## config.mk

```make
export PLATFORM = sky130hd
export DESIGN_NAME = rtz_ram
export DESIGN_NICKNAME = d
export VERILOG_FILES = /design/src/design/rtz_ram.sv
export SDC_FILE = /design/constraint.sdc
export NUM_CORES = 2
export LEC_CHECK = 0
export ABC_AREA = 1
export BUFFER_PORTS_ARGS = -buffer_cell sky130_fd_sc_hd__buf_2
export CAP_MARGIN = 15
export CORE_UTILIZATION = 52
export DETAILED_ROUTE_END_ITERATION = 16
export PLACE_DENSITY_LB_ADDON = 0.12
export SYNTH_ARGS = -nofsm -noshare
export SYNTH_HDL_FRONTEND = slang
export SYNTH_SLANG_ARGS = --single-unit
```

## constraint.sdc

```tcl
create_clock -name i_clk -period 2.3 [get_ports i_clk]
set_clock_uncertainty 0.1 [all_clocks]
set_input_delay 0.46 -clock i_clk [delete_from_list [all_inputs] [get_ports i_clk]]
set_output_delay 0.46 -clock i_clk [all_outputs]
set_load 0.005 [all_outputs]
```

## src/design/rtz_ram.sv

```systemverilog
// ----------------------------------------------------------------------------
// rtz_ram: generic simple dual-port RAM
// One write port, one read port with registered read data.
// ----------------------------------------------------------------------------
module rtz_ram #(
    parameter int unsigned WIDTH = 8,
    parameter int unsigned DEPTH = 256
) (
    input  logic                     i_clk,
    input  logic                     i_we,
    input  logic [$clog2(DEPTH)-1:0] i_waddr,
    input  logic [WIDTH-1:0]         i_wdata,
    input  logic                     i_re,
    input  logic [$clog2(DEPTH)-1:0] i_raddr,
    output logic [WIDTH-1:0]         o_rdata
);

    logic [WIDTH-1:0] r_mem [DEPTH];
    logic [WIDTH-1:0] r_rdata;

    always_ff @(posedge i_clk) begin
        if (i_we) begin
            r_mem[i_waddr] <= i_wdata;
        end
        if (i_re) begin
            r_rdata <= r_mem[i_raddr];
        end
    end

    assign o_rdata = r_rdata;

endmodule

```

==> metrics.md <==
| Metric | Value |
|---|---|
| Synth top area share | 0.740 |
| Max Cap Violations | 0 |
| DRT antenna net count | 0 |
| Critical path class | in -> reg |
| Worst r2r path cells | 10 |
| Antenna violations before repair | 6 |
| Internal reg-to-reg setup slack | roughly 0.16 ns |
| Area of the die | 162000 µm² |
| Critical Path, Cell by Cell | buf_8 > buf_4 > buf_16 > buf_4 > nand2_1 > nand3_1 > nand3_1 > nand3_1 > nand3_1 > nand3_1 > nand3_2 > nand2_1 > nand2_1 > nand2_1 |
| Crit path capture type | flop |
| Most Frequent Cell on Critical Path | nand3_1 |
| Commonest non-fill, non-tap cell in the layout | nand2_1 |
| Comb power frac | 0.070 |
| Clock slew at reported path FFs | around 0.060 ns |
| Pin count of the biggest net entering global routing | 80 |
| CP arrival | between 2 and 3 ns |
| Final WS setup | -0.0166 ns |
| Status | finished with violations |
| Area Overhead vs Synth | 17.4% |
| Delay of the slowest critical-path stage | approximately 0.28 ns |
| Worst min path class | in -> reg |
| Vias after detailed routing | about 57000 |
| Fin util | 0.617 |
| Rel. slew slack | 0.254 |
| Synth Register Bits | 2056 |
| Worst hold start | i_re |
| Final WL | 240 mm |
| DRT met1 WL | a little over 100 mm |
| # clock sinks | 2056 |
| RSZ-0062 raised after global routing | yes |
| Sw power | ~18 mW |
| WL met2 | 112 mm |
| Syn Nets | 7030 |
| Die Y | 403 µm |
| Int Pwr | 61.0 mW |
| CP Max Fanout | 63 |
| Seq/Total Area, Yosys | 0.740 |
| WL met3 | 20.8 mm |
| Setup-failing EPs final | 1 |
| Postcts setup bufs | 0 |
| Share of cells above drive strength 1 | 0.142 |
| Failing checks | negative setup slack |
| Critical Path Source | i_raddr[0] |
| Worst hold slack | between 0.09 and 0.1 ns |
| GRT overflow | 0 |
| CTS tree | built |
| RePlAce Congestion | just over 0.9 |
| Synth area leaders | edfxtp_1, nand3_1, nand2_1 |
| Core area | 159000 µm² |
| PwrDens | 804 nW/µm² |
| Yosys top cell by area | edfxtp_1 |
| First-pass DRT Iterations | 8 |
| Skew-Pair Late Insertion Delay | 0.85 ns |
| FMAX | 432 MHz |
| H-tree levels | 4 |
| WHS Path Cells | 1 |
| Commonest cells after routing, fill and taps aside | nand2_1, edfxtp_1, nand3_1, buf_4, nor2_1 |
| Syn_area_per_cell | 11.9 µm² |
| # DRC | 0 |
| Synth Instances | 7003 |
| Worst Tran Pin Value | between 1 and 1.5 ns |
| Worst flop-to-flop path endpoint | o_rdata[2] |
| Worst vdd ir | 891 µV |
| Leakage | 35.5 nW |
| Min Tclk post-route | around 2.3 ns |
| Number of global-route vias before repair | 54500 |
| Cell chosen for the clock root | clkbuf_16 |
| Clock network power share | 0.405 |
| Syn. warnings | 0 |
| Max clock buf depth | 3 |
| Post-route cell area | 98000 µm² |
| Placed Area | just over 90000 µm² |
| Period utilization | 1.01 |
| Hold EP | o_rdata[5] |
| Mapped cell area | approximately 83000 µm² |
| Worst Path Required | 2.90 ns |
| Slew Viols, Final | 0 |
| Worst flop-to-flop path startpoint | r_mem[103][2] |
| Rows | 146 |
| WL/cell | 24.5 µm |
| Sw Share | 0.226 |
| Vias/cell | ~5.9 |
| Initial Util | 0.525 |
| Highest Signal Layer | met5 |
| Global Route Usage Sum | 0.296 |
| Final Net Count | 7559 |
| Global-route wire length before repair | about 360 mm |
| Fin. Hold Viols | 0 |
| Die X | just over 400 µm |
| CP max stage cell | nand3_1 |
| Port Buffer Count | 34 |
| I/O Pins | 35 |
| TritonCTS Buffers | 207 |
| DP HPWL | 151 mm |
| Netlist cell types | 13 |
| Initial DRC count | 7721 |
| Register share of total power | 0.524 |
| Launching element type of the critical path | primary input |
per-layer routing:
metal | track usage | up-vias
li1 | - | 25900
met2 | 0.464 | 2651
met4 | 0.0818 | 2
met3 | 0.0431 | 351
met1 | 0.433 | 28300
met5 | 0 | -
cell families (layout without fill, tap and decap cells):
family        after synthesis  in the layout  synth area share
buf+inv                   522           1217            0.0312
flops                    2056           2056             0.740
other cells                 0              1                 0
simple gates             4425           4425             0.229
critical path, delay by kind of cell:
kind,cells,cell delay (ns)
and+or+nand+nor,10,1.46
buffers and inverters,4,0.88
registers in the layout, summed over array words and instances (netlist names):
register,flops
r_mem,2048
o_rdata,8
worst max-delay path by stage:
stage / to
detailed placement: o_rdata[2]
global route: o_rdata[2]
finish: o_rdata[1]
global placement: o_rdata[1]
floorplan: r_mem[162][0]
CTS: o_rdata[7]
what timing repair did:
item | CTS | global route
hold buffers | 8 | 0
cloned | 0 | 0
hold endpoints to repair | 184 | 0
setup endpoints to repair | 2 | 8
gates resized for setup | 3 | 10
area by class of cell:
class                      instances  area [µm²]
antenna                            1        2.50
fill                           12400       60900
clock inverter                   108         861
sequential                      2056       61700
timing repair buffer             803        7930
clock buffer                     267        5470
tap                             2072        2590
multi-input combinational       4425       19200
inverter                          39         180
Yosys cell counts:
cell type and n:
buf_2 268, edfxtp_1 2056, buf_6 16, inv_4 1
buf_4 46, clkbuf_1 112, buf_8 1, inv_1 36
nand3_1 2019, buf_1 40, nor2_1 283, nand2_1 2123
inv_2 2
per-stage QoR:
stage	TNS (ns)	total power [mW]	cells	setup WS, ns
floorplan	0	44.7	7003	0.249
global placement	-6.91	47.6	9387	-0.957
detailed placement	-6.96	47.6	9387	-0.947
CTS	0	79.1	9770	0.000893
global route	-0.0203	80.9	9770	-0.0203
finish	-0.0166	78.8	9771	-0.0166
power by group through the flow:
stage	combinational [mW]	sequential, mW	clock (mW)
finish	5.53	41.3	31.9
global route	5.92	41.3	33.7
CTS	5.50	41.3	32.3
detailed placement	5.46	42.1	0
global placement	5.42	42.1	0
floorplan	2.55	42.1	0
Power figures use the tool's default switching activity.
